--- src/rtl/mfst_pkg.sv ---
`default_nettype none

package mfst_pkg;

  localparam int unsigned SLOTS_DEF = 6;
  localparam int unsigned ID_REGS   = 6;
  localparam int unsigned CFG_IW    = 3;

  localparam logic [CFG_IW-1:0] REG_TIMEOUT = 3'd6;
  localparam logic [15:0]       TIMEOUT_RST = 16'd100;

  localparam logic [4:0]  TYPE_FB_A = 5'h02;
  localparam logic [4:0]  TYPE_FB_B = 5'h18;
  localparam logic [15:0] AGE_NEVER = 16'hFFFF;
  localparam logic [14:0] TEMP_MAX  = 15'h7FFF;

  // Round-half-up offset and the divisor of the fixed point scaling.
  localparam logic [30:0] ROUND_OFS = 31'd32767;
  localparam logic [31:0] DIV_K     = 32'd65535;

  typedef enum logic [1:0] {
    ST_IDLE,
    ST_DEC,
    ST_DRAIN,
    ST_POLL
  } state_e;

  typedef enum logic [1:0] {
    CH_POS,
    CH_VEL,
    CH_TQ
  } chan_e;

  typedef struct packed {
    logic  vld;
    chan_e ch;
  } scale_req_t;

  function automatic logic [14:0] chan_span(chan_e ch);
    logic [14:0] s;
    case (ch)
      CH_POS:  s = 15'd25140;
      CH_VEL:  s = 15'd8800;
      CH_TQ:   s = 15'd3400;
      default: s = 15'd0;
    endcase
    return s;
  endfunction

  function automatic logic [7:0] id_reset(int unsigned i);
    logic [7:0] v;
    case (i)
      0:       v = 8'd17;
      1:       v = 8'd18;
      2:       v = 8'd19;
      3:       v = 8'd33;
      4:       v = 8'd34;
      5:       v = 8'd35;
      default: v = 8'd0;
    endcase
    return v;
  endfunction

endpackage

`default_nettype wire

--- src/rtl/mfst_scale.sv ---
`default_nettype none

module mfst_scale (
  input  wire logic               clk_i,
  input  wire logic               rst_ni,
  input  wire mfst_pkg::scale_req_t req_i,
  input  wire logic [15:0]        raw_i,
  output mfst_pkg::scale_req_t    rsp_o,
  output logic [15:0]             val_o
);
  import mfst_pkg::*;

  // Stage 1: raw * span, registered.
  logic [30:0] prod_q, prod_d;
  scale_req_t  tag_q;

  assign prod_d = 31'(raw_i) * 31'(chan_span(req_i.ch));

  always_ff @(posedge clk_i or negedge rst_ni) begin
    if (!rst_ni) begin
      tag_q <= '{vld: 1'b0, ch: CH_POS};
    end else begin
      tag_q <= req_i;
    end
  end

  always_ff @(posedge clk_i) begin
    prod_q <= prod_d;
  end

  // Stage 2: floor((prod + 32767) / 65535) by reciprocal estimate, one correction, minus half the span.
  logic [30:0] m;
  logic [31:0] est_sum;
  logic [15:0] q_est;
  logic [31:0] rem;
  logic [15:0] q;

  always_comb begin
    m       = prod_q + ROUND_OFS;
    est_sum = {1'b0, m} + 32'(m[30:16]);
    q_est   = est_sum[31:16];
    rem     = {1'b0, m} - {q_est, 16'h0000} + 32'(q_est);
    q       = q_est + 16'(rem >= DIV_K);
    val_o   = q - 16'(chan_span(tag_q.ch) >> 1);
  end

  assign rsp_o = tag_q;

endmodule

`default_nettype wire

--- src/rtl/motor_feedback_status_table.sv ---
// Motor feedback status table. Feedback frames (cmd 0) that carry an extended
// id, a type of 2 or 24 and a motor id configured for a slot update the lowest
// matching slot: fault and mode bits, saturated temperature, the time of the
// transfer, and online. Position, velocity and torque are scaled by one shared
// multiplier with a reciprocal divide stage, used three times in a row, so a
// matching frame holds the input through an accept, three issues and one drain;
// a frame that does not match is dropped at acceptance and leaves the input
// ready. A poll (cmd 1) is accepted and then emits MOTOR_SLOTS snapshot results,
// one per cycle while the output side takes them; each slot's timeout check is
// done in the cycle its result is loaded. The input is not ready until the last
// result is loaded into the output register. Configuration writes are taken any
// cycle but must only occur while the block is idle. Slots at index 6 and up have
// no id register and serve motor id 0.
`default_nettype none

module motor_feedback_status_table #(
  parameter int unsigned MOTOR_SLOTS = mfst_pkg::SLOTS_DEF
) (
  input  wire logic                        clk_i,
  input  wire logic                        rst_ni,
  // configuration
  input  wire logic                        cfg_we_i,
  input  wire logic [mfst_pkg::CFG_IW-1:0] cfg_idx_i,
  input  wire logic [15:0]                 cfg_wdata_i,
  // input channel
  input  wire logic                        in_valid_i,
  output logic                             in_ready_o,
  input  wire logic                        cmd_i,
  input  wire logic [28:0]                 frame_id_i,
  input  wire logic [63:0]                 frame_data_i,
  input  wire logic                        is_extended_i,
  input  wire logic [31:0]                 now_ms_i,
  // result channel
  output logic                             out_valid_o,
  input  wire logic                        out_ready_i,
  output logic [2:0]                       slot_o,
  output logic [7:0]                       drive_id_o,
  output logic                             online_o,
  output logic [5:0]                       fault_bits_o,
  output logic [1:0]                       mode_state_o,
  output logic signed [14:0]               pos_mrad_o,
  output logic signed [13:0]               vel_crad_o,
  output logic signed [11:0]               tq_cnm_o,
  output logic [14:0]                      temp_dc_o,
  output logic [15:0]                      age_ms_o,
  output logic [15:0]                      snap_seq_o,
  output logic                             last_o
);
  import mfst_pkg::*;

  localparam int unsigned SIW = (MOTOR_SLOTS > 1) ? $clog2(MOTOR_SLOTS) : 1;
  localparam logic [SIW-1:0] LAST_SLOT = SIW'(MOTOR_SLOTS - 1);

  // ---------------------------------------------------------------------------
  // Configuration registers
  // ---------------------------------------------------------------------------
  logic [7:0]  mid [MOTOR_SLOTS];
  logic [15:0] timeout_q;

  for (genvar g = 0; g < MOTOR_SLOTS; g++) begin : g_id
    if (g < ID_REGS) begin : g_reg
      logic [7:0] id_q;
      always_ff @(posedge clk_i or negedge rst_ni) begin
        if (!rst_ni) begin
          id_q <= id_reset(g);
        end else if (cfg_we_i && cfg_idx_i == CFG_IW'(g)) begin
          id_q <= cfg_wdata_i[7:0];
        end
      end
      assign mid[g] = id_q;
    end else begin : g_fixed
      assign mid[g] = 8'd0;
    end
  end

  always_ff @(posedge clk_i or negedge rst_ni) begin
    if (!rst_ni) begin
      timeout_q <= TIMEOUT_RST;
    end else if (cfg_we_i && cfg_idx_i == REG_TIMEOUT) begin
      timeout_q <= cfg_wdata_i;
    end
  end

  // ---------------------------------------------------------------------------
  // Status table
  // ---------------------------------------------------------------------------
  logic        online_q [MOTOR_SLOTS];
  logic [5:0]  fault_q  [MOTOR_SLOTS];
  logic [1:0]  mode_q   [MOTOR_SLOTS];
  logic [14:0] pos_q    [MOTOR_SLOTS];
  logic [13:0] vel_q    [MOTOR_SLOTS];
  logic [11:0] tq_q     [MOTOR_SLOTS];
  logic [14:0] temp_q   [MOTOR_SLOTS];
  logic [31:0] seen_q   [MOTOR_SLOTS];
  logic [15:0] snap_q;

  // ---------------------------------------------------------------------------
  // Frame filter: lowest slot whose id matches wins
  // ---------------------------------------------------------------------------
  logic           hit;
  logic [SIW-1:0] hit_idx;
  logic           type_ok;
  logic           take_frame;
  logic           in_fire;

  always_comb begin
    hit     = 1'b0;
    hit_idx = '0;
    for (int i = MOTOR_SLOTS - 1; i >= 0; i--) begin
      if (mid[i] == frame_id_i[15:8]) begin
        hit     = 1'b1;
        hit_idx = SIW'(i);
      end
    end
    type_ok = frame_id_i[28:24] inside {TYPE_FB_A, TYPE_FB_B};
  end

  assign in_fire    = in_valid_i && in_ready_o;
  assign take_frame = in_fire && !cmd_i && is_extended_i && type_ok && hit;

  // ---------------------------------------------------------------------------
  // Sequencer
  // ---------------------------------------------------------------------------
  state_e         st_q, st_d;
  chan_e          ch_q, ch_d;
  logic [SIW-1:0] idx_q, idx_d;
  logic [SIW-1:0] slot_q;
  logic [47:0]    data_q;
  logic [31:0]    now_q;
  logic           out_valid_q;
  logic           load_out;
  scale_req_t     req;
  scale_req_t     rsp;
  logic [15:0]    raw;
  logic [15:0]    sval;

  always_ff @(posedge clk_i or negedge rst_ni) begin
    if (!rst_ni) begin
      st_q  <= ST_IDLE;
      ch_q  <= CH_POS;
      idx_q <= '0;
    end else begin
      st_q  <= st_d;
      ch_q  <= ch_d;
      idx_q <= idx_d;
    end
  end

  always_comb begin
    st_d       = st_q;
    ch_d       = ch_q;
    idx_d      = idx_q;
    in_ready_o = 1'b0;
    load_out   = 1'b0;
    req        = '{vld: 1'b0, ch: ch_q};
    case (st_q)
      ST_IDLE: begin
        in_ready_o = 1'b1;
        if (in_valid_i) begin
          if (cmd_i) begin
            st_d  = ST_POLL;
            idx_d = '0;
          end else if (take_frame) begin
            st_d = ST_DEC;
            ch_d = CH_POS;
          end
        end
      end
      ST_DEC: begin
        // issue one channel per cycle to the shared scaler
        req.vld = 1'b1;
        case (ch_q)
          CH_POS:  ch_d = CH_VEL;
          CH_VEL:  ch_d = CH_TQ;
          default: st_d = ST_DRAIN;
        endcase
      end
      ST_DRAIN: begin
        st_d = ST_IDLE;
      end
      ST_POLL: begin
        // advance when the output register is free or being drained
        if (!out_valid_q || out_ready_i) begin
          load_out = 1'b1;
          idx_d    = idx_q + SIW'(1);
          if (idx_q == LAST_SLOT) begin
            st_d = ST_IDLE;
          end
        end
      end
      default: st_d = ST_IDLE;
    endcase
  end

  always_comb begin
    case (ch_q)
      CH_POS:  raw = data_q[47:32];
      CH_VEL:  raw = data_q[31:16];
      CH_TQ:   raw = data_q[15:0];
      default: raw = 16'h0000;
    endcase
  end

  mfst_scale u_scale (
    .clk_i  (clk_i),
    .rst_ni (rst_ni),
    .req_i  (req),
    .raw_i  (raw),
    .rsp_o  (rsp),
    .val_o  (sval)
  );

  // Hold the frame payload and poll time for the sequencer.
  always_ff @(posedge clk_i) begin
    if (in_fire) begin
      data_q <= frame_data_i[63:16];
      now_q  <= now_ms_i;
      slot_q <= hit_idx;
    end
  end

  // ---------------------------------------------------------------------------
  // Timeout check and age of the slot being snapshotted
  // ---------------------------------------------------------------------------
  logic [31:0] age_full;
  logic        online_new;
  logic [15:0] age_sat;

  always_comb begin
    age_full   = now_q - seen_q[idx_q];
    online_new = online_q[idx_q] && !(age_full > 32'(timeout_q));
    if (seen_q[idx_q] == 32'd0 || age_full[31:16] != 16'h0000) begin
      age_sat = AGE_NEVER;
    end else begin
      age_sat = age_full[15:0];
    end
  end

  // ---------------------------------------------------------------------------
  // Table update
  // ---------------------------------------------------------------------------
  always_ff @(posedge clk_i or negedge rst_ni) begin
    if (!rst_ni) begin
      for (int i = 0; i < MOTOR_SLOTS; i++) begin
        online_q[i] <= 1'b0;
        fault_q[i]  <= '0;
        mode_q[i]   <= '0;
        pos_q[i]    <= '0;
        vel_q[i]    <= '0;
        tq_q[i]     <= '0;
        temp_q[i]   <= '0;
        seen_q[i]   <= '0;
      end
      snap_q <= '0;
    end else begin
      if (take_frame) begin
        fault_q[hit_idx]  <= frame_id_i[21:16];
        mode_q[hit_idx]   <= frame_id_i[23:22];
        temp_q[hit_idx]   <= frame_data_i[15] ? TEMP_MAX : frame_data_i[14:0];
        online_q[hit_idx] <= 1'b1;
        seen_q[hit_idx]   <= now_ms_i;
      end
      if (in_fire && cmd_i) begin
        snap_q <= snap_q + 16'd1;
      end
      if (rsp.vld) begin
        case (rsp.ch)
          CH_POS:  pos_q[slot_q] <= sval[14:0];
          CH_VEL:  vel_q[slot_q] <= sval[13:0];
          CH_TQ:   tq_q[slot_q]  <= sval[11:0];
          default: ;
        endcase
      end
      if (load_out) begin
        online_q[idx_q] <= online_new;
      end
    end
  end

  // ---------------------------------------------------------------------------
  // Output register
  // ---------------------------------------------------------------------------
  always_ff @(posedge clk_i or negedge rst_ni) begin
    if (!rst_ni) begin
      out_valid_q <= 1'b0;
    end else if (load_out) begin
      out_valid_q <= 1'b1;
    end else if (out_ready_i) begin
      out_valid_q <= 1'b0;
    end
  end

  always_ff @(posedge clk_i) begin
    if (load_out) begin
      slot_o       <= 3'(idx_q);
      drive_id_o   <= mid[idx_q];
      online_o     <= online_new;
      fault_bits_o <= fault_q[idx_q];
      mode_state_o <= mode_q[idx_q];
      pos_mrad_o   <= pos_q[idx_q];
      vel_crad_o   <= vel_q[idx_q];
      tq_cnm_o     <= tq_q[idx_q];
      temp_dc_o    <= temp_q[idx_q];
      age_ms_o     <= age_sat;
      snap_seq_o   <= snap_q;
      last_o       <= (idx_q == LAST_SLOT);
    end
  end

  assign out_valid_o = out_valid_q;

  // ---------------------------------------------------------------------------
  // Assertions
  // ---------------------------------------------------------------------------
  a_rsp_in_dec: assert property (@(posedge clk_i) disable iff (!rst_ni)
    rsp.vld |-> (st_q == ST_DEC || st_q == ST_DRAIN))
    else $error("scaler response outside frame decode");

  a_snap_step: assert property (@(posedge clk_i) disable iff (!rst_ni)
    (in_fire && cmd_i) |=> snap_q == $past(snap_q) + 16'd1)
    else $error("snapshot counter did not advance on poll");

  a_slot_range: assert property (@(posedge clk_i) disable iff (!rst_ni)
    out_valid_o |-> 32'(slot_o) < MOTOR_SLOTS)
    else $error("snapshot slot out of range");

  a_no_overlap: assert property (@(posedge clk_i) disable iff (!rst_ni)
    load_out |-> !rsp.vld && !req.vld)
    else $error("snapshot load overlaps frame decode");

endmodule

`default_nettype wire
--- config.mk ---
export PLATFORM = sky130hd
export DESIGN_NAME = motor_feedback_status_table
export DESIGN_NICKNAME = d
export VERILOG_FILES = /design/src/rtl/mfst_pkg.sv /design/src/rtl/mfst_scale.sv /design/src/rtl/motor_feedback_status_table.sv
export SDC_FILE = /design/constraint.sdc
export NUM_CORES = 2
export LEC_CHECK = 0
export BUFFER_PORTS_ARGS = -buffer_cell sky130_fd_sc_hd__buf_2
export CORE_ASPECT_RATIO = 1.75
export CORE_MARGIN = 1.5
export CORE_UTILIZATION = 55
export CTS_BUF_LIST = sky130_fd_sc_hd__clkbuf_8
export DETAILED_ROUTE_END_ITERATION = 12
export GPL_ROUTABILITY_DRIVEN = 0
export MAX_ROUTING_LAYER = met4
export PLACE_DENSITY = 0.79
export SLEW_MARGIN = 20
export SYNTH_ARGS = -nofsm -noshare
export SYNTH_HDL_FRONTEND = slang
export SYNTH_SLANG_ARGS = --single-unit
--- constraint.sdc ---
create_clock -name clk_i -period 10.3 [get_ports clk_i]
set_input_delay 0.515 -clock clk_i [delete_from_list [all_inputs] [get_ports clk_i]]
set_output_delay 0.515 -clock clk_i [all_outputs]
set_load 0.02 [all_outputs]
After elaboration in Yosys (flattened, before gate mapping)
Cells that the tools add are included.

$add $sub $neg: 9. $mul: 1. $lt $le $gt $ge: 8. Equality and inequality tests: 31. Multiplexer cells: 93. Bitwise operators: 4. Reductions and logical operators: 39.

Operator list (count): 192-bit bitwise mux (1); 90-bit bitwise mux (2); 15-bit two-way mux (7); 32-bit binary-select mux with 3-bit select (1); 32-bit demux with 3-bit select (1); 32-bit two-way mux (3); 15-bit binary-select mux with 3-bit select (2); 15-bit demux with 3-bit select (2); 15-bit case mux with 3 select lines (2); 84-bit bitwise mux (1); 72-bit bitwise mux (1); 8-bit equality test (6); 16-bit case mux with 3 select lines (1); 14-bit binary-select mux with 3-bit select (1); 14-bit demux with 3-bit select (1); 14-bit two-way mux (3); 12-bit binary-select mux with 3-bit select (1); 36-bit bitwise mux (1); 12-bit demux with 3-bit select (1); 12-bit two-way mux (3); 31-bit by 15-bit adder with 32-bit output (1); 32-bit by 16-bit adder with 32-bit output (1); 32-bit by 16-bit greater-or-equal comparator with 1-bit output (second input constant) (1); 32-bit by 16-bit > comparator with 1-bit output (1); 51 further kinds (140).

Register bits: 896. Bits of input ports: 151. Output and inout bits: 111. Logic and storage cells: 263.

Longest topological paths before layout
Word-level depth: 16. Gate-level depth with buffers: 46.

Modules after synthesis
A second synthesis with hierarchy kept.

Cell total of the unflattened synthesis: 4127. Area, all modules: 48656.7 um^2.

Modules (own cells, without submodules): motor_feedback_status_table (times used 1, cells each 2914, area each 38039.0 um^2, sequential area each 22552.9 um^2); mfst_scale (times used 1, cells each 1213, area each 10617.7 um^2, sequential area each 655.6 um^2).

Least setup slack after synthesis
No wires, ideal clock.

Path kind: flip-flop to flip-flop. Start point: register u_scale.prod_q[8]. End point: register pos_q[12] (netlist bit). Arrival: 8.506 ns. Setup slack: 1.669 ns. Cell stages (with the launch flop): 45. Path through: dfxtp_1 > nor4_1 > nand4_1 > nand3_1 > xor2_1 > inv_1 > ha_1 > nand4_1 > nor2_1 > a211oi_1 > o21ai_0 > nor3_1 > or3_1 > nor2_1 > nand2_1 > nor4_1 > and3_1 > ha_1 > (+9 left out) > nand2_1 > and3_1 > or3_1 > and3_1 > o311ai_1 > ha_1 > inv_1 > ha_1 > nor2b_1 > o21ai_0 > a21oi_1 > o21ai_0 > a211oi_1 > nor3_1 > or3_1 > xnor2_1 > clkbuf_1 > mux2_2.

Word-level cells in the longest chain between the ends: 8.

RTL lines: start: declaration (line mfst_scale.sv:14) `logic [30:0] prod_q, prod_d;`; start signal: assignment (line mfst_scale.sv:28) `prod_q <= prod_d;`; 31-bit by 15-bit adder with 31-bit output * (line mfst_scale.sv:39) `m = prod_q + ROUND_OFS;`; 31-bit by 15-bit adder with 32-bit output (line mfst_scale.sv:40) `est_sum = {1'b0, m} + 32'(m[30:16]);`; 31-bit by 32-bit subtractor with 32-bit output (line mfst_scale.sv:42) `rem = {1'b0, m} - {q_est, 16'h0000} + 32'(q_est);`; 32-bit by 16-bit adder with 32-bit output (line mfst_scale.sv:42); 32-bit by 16-bit greater-or-equal comparator with 1-bit output (line mfst_scale.sv:43) `q = q_est + 16'(rem >= DIV_K);`; 15-bit by 1-bit adder with 15-bit output * (line mfst_scale.sv:43); 15-bit by 14-bit subtractor with 15-bit output * (line mfst_scale.sv:44) `val_o = q - 16'(chan_span(tag_q.ch) >> 1);`; 90-bit bitwise mux * (line motor_feedback_status_table.sv:268) `CH_POS: pos_q[slot_q] <= sval[14:0];`; end signal: indexed assignment (line motor_feedback_status_table.sv:268); end: declaration (line motor_feedback_status_table.sv:90) `logic [14:0] pos_q [MOTOR_SLOTS];`.

Every way passes the cells marked *; elsewhere a longest branch is shown, timed or not. A chain may end at the register's enable or synchronous reset.

Final worst setup path
Start point: register u_scale.prod_q[2]. End point: register pos_q[57] (netlist bit).

Same word-level chain as after synthesis.

==> results.tsv <==
metric	value	unit
Final Slew Violations	0	
post-route ant nets	0	
HPWL after DPL	86100	µm
Worst-path clk slew	60	ps
top_reg_cell synth	dfrtp_1	
Post-Synthesis Cells	4281	
crit-path leading delay family	simple AND/OR/NAND/NOR gates	
Slew HR	21.3	%
setup tns final	0	ps
grt total ovfl	0	
syn avg cell area	11.3	µm²
Max-Cap Viols	0	
worst hold path type	in -> reg	
slowest stage cell, crit path	xnor2_2	
Buf/Inv on CP	7	
PortBufs	253	
Final nets	5189	
Met1 Wirelength	47300	µm
Mapped Nets	4833	
global-route wire length before repair	197000	µm
vias in the first global route	36903	
Yosys top cell by area	dfrtp_1	
met3 wire len	7530	µm
crit path DAT	10200	ps
largest net degree at the start of global routing	193	
initial antenna violation count	10	
synthesis-stage register bit count	894	
status	finished clean	
die height	395	µm
Min-Delay Startpoint	cfg_wdata_i[7]	
reg2reg setup slack	880	ps
EDFF count, synth	192	
CP most frequent cell	ha_1	
Post-synth top cells	dfrtp_1, nand2_1, mux2_2	
Final min period	9420	ps
Tot GR Track Use	29.5	%
number of CTS-inserted buffers	131	
worst reg2reg startpoint	u_scale.prod_q[2]	
DR vias	35140	
worst-skew pair later-pin latency	870	ps
most common cell in the netlist	dfrtp_1	
RSZ-0062 raised after global routing	no	
fmax	106	MHz
CP max FO	12	
Root Driver	clkbuf_8	
Final period util	91.5	%
Synth Cell Area	48400	µm²
Synth top area share	33.9	%
Row Count	143	
core area	87000	µm²
I/O Pins	262	
Fin. Hold Viols	0	
critical path launch point type	register	
die extent in x	227	µm
H-tree levels	4	
share of layout cells above drive strength 1	20.5	%
Finish-stage setup viols	0	
Sink Count	894	
die area	89900	µm²
Reg2Reg Depth	46	
Clock Skews	39.3	ps
WP data required	11080	ps
WL/cell	21.4	µm
CP endpoint kind	register	
Final Util	63.0	%
CP max stage delay	480	ps
register area share after synthesis	47.9	%
Area growth syn-to-layout	13.2	%
ys async rst share	75.3	%
vias per cell	5.94	
R2R Path End	pos_q[57]	
post-synth cell types	95	
WL final	127000	µm
Initial Util	55.7	%
hold depth	2	
CTS tree	yes	
Synthesis Warnings	0	
Worst Tran Pin Value	1180	ps
met2 WL post-DR	64500	µm
clock buffer depth	3	
largest cells by area after synthesis	dfrtp_1, edfxtp_1, mux2_2	
CP Class	reg -> reg	
drt initial violations	2522	
hold-critical path endpoint	g_id[5].g_reg.id_q[7]	
DRC	0	
drt pass-1 iters	6	
DR top layer	met4	
-- area by class of cell --
cell class	count	area, µm²
clock inverter	91	562
inverter	288	1090
multi-input combinational	2889	23400
sequential	894	23200
antenna	10	25.0
timing repair buffer	433	2950
tap	1160	1450
clock buffer	152	2090
fill	6814	32200
-- worst max path at each step --
stage                           start        end  slack [ps]  cells past startpoint
floorplan           u_scale.prod_q[8]  pos_q[12]        1670                     44
global placement    u_scale.prod_q[2]  vel_q[12]         520                     46
detailed placement  u_scale.prod_q[2]  pos_q[57]         370                     46
CTS                 u_scale.prod_q[2]  pos_q[57]         290                     46
global route        u_scale.prod_q[2]  pos_q[27]          30                     46
finish              u_scale.prod_q[2]  pos_q[57]         880                     46
-- worst register-to-register path, delay by kind of cell, from the launching register on --
family,cells,cell delay [ps]
and+or+nand+nor,20,3850
adders and majority gates,7,1800
AOI/OAI and AO/OA,9,1440
buffers and inverters,7,840
xor gates and xnor gates,2,810
DFF,1,340
muxes,1,270
-- flip-flops by register name (all words and copies together), names as in the netlist, 8 cells and up --
register / flops
timeout_q: 16
pos_mrad_o: 15
seen_q: 192
snap_seq_o: 16
snap_q: 16
tq_q: 72
now_q: 32
temp_q: 90
u_scale.prod_q: 29
g_id.g_reg.id_q: 48
drive_id_o: 8
mode_q: 12
age_ms_o: 16
vel_q: 84
tq_cnm_o: 12
vel_crad_o: 14
fault_q: 36
data_q: 48
pos_q: 90
temp_dc_o: 15
-- timing repair --
item / 4_1_cts / 5_1_grt
setup buffers: 0 / 2
endpoints found under the hold margin: 527 / 0
endpoints found under the setup margin: 0 / 18
hold buffers: 118 / 0
resized for setup: 0 / 5
-- metrics by stage --
step	std cells	area (µm²)	worst slack (ps)	hold WS, ps
after floorplan	4281	48400	1670	219
after global placement	5544	50900	521	456
after detailed placement	5544	50900	375	465
after CTS	5905	54700	289	4.29
after global routing	5916	54800	28.1	29.1
final	5917	54800	876	69.7
-- layer usage --
metal	vias to the layer above	global-route usage, %
met2	1364	49.5
li1	15900	-
met5	-	-
met1	17438	32.7
met3	438	4.95
met4	0	17.4
-- cells by family after synthesis --
logic type               Yosys count  synth area share (%)
AND/OR/NAND/NOR                  946                  9.10
multiplexers                     543                  13.0
XOR/XNOR                         177                  3.20
buffers and inverters            498                  3.94
AO/OA/AOI/OAI                    822                  10.6
flip-flops                       894                  47.9
adder cells (fa/ha/maj)          401                  12.3
-- cells in the final DEF, fill, tap and decap left out, types with 11 or more instances in the layout --
cell type and count:
clkbuf_8 152, o21a_1 15, nand2b_1 29, xor2_1 74, inv_1 336, a22oi_1 66
buf_4 59, dfrtp_1 653, a222oi_1 19, o22ai_1 39, nand4_1 38, and4_1 11
dfstp_2 17, and3_1 23, buf_2 252, dlygate4sd3_1 118, dfxtp_1 29, mux2i_1 130
nor4_1 21, edfxtp_1 192, nand2_1 425, fa_1 123, and2_1 53, ha_1 278
mux4_2 30, nor2_1 180, nor3_1 38, mux2_2 382, clkinv_1 13, a221o_1 26
a21o_1 32, a21oi_1 158, o21bai_1 14, nand3_1 50, xnor2_1 101, nor2b_1 14
o21ai_0 348
Power is not shown: default switching activity piles up to over one toggle a cycle in this logic, so the estimate is an artifact.
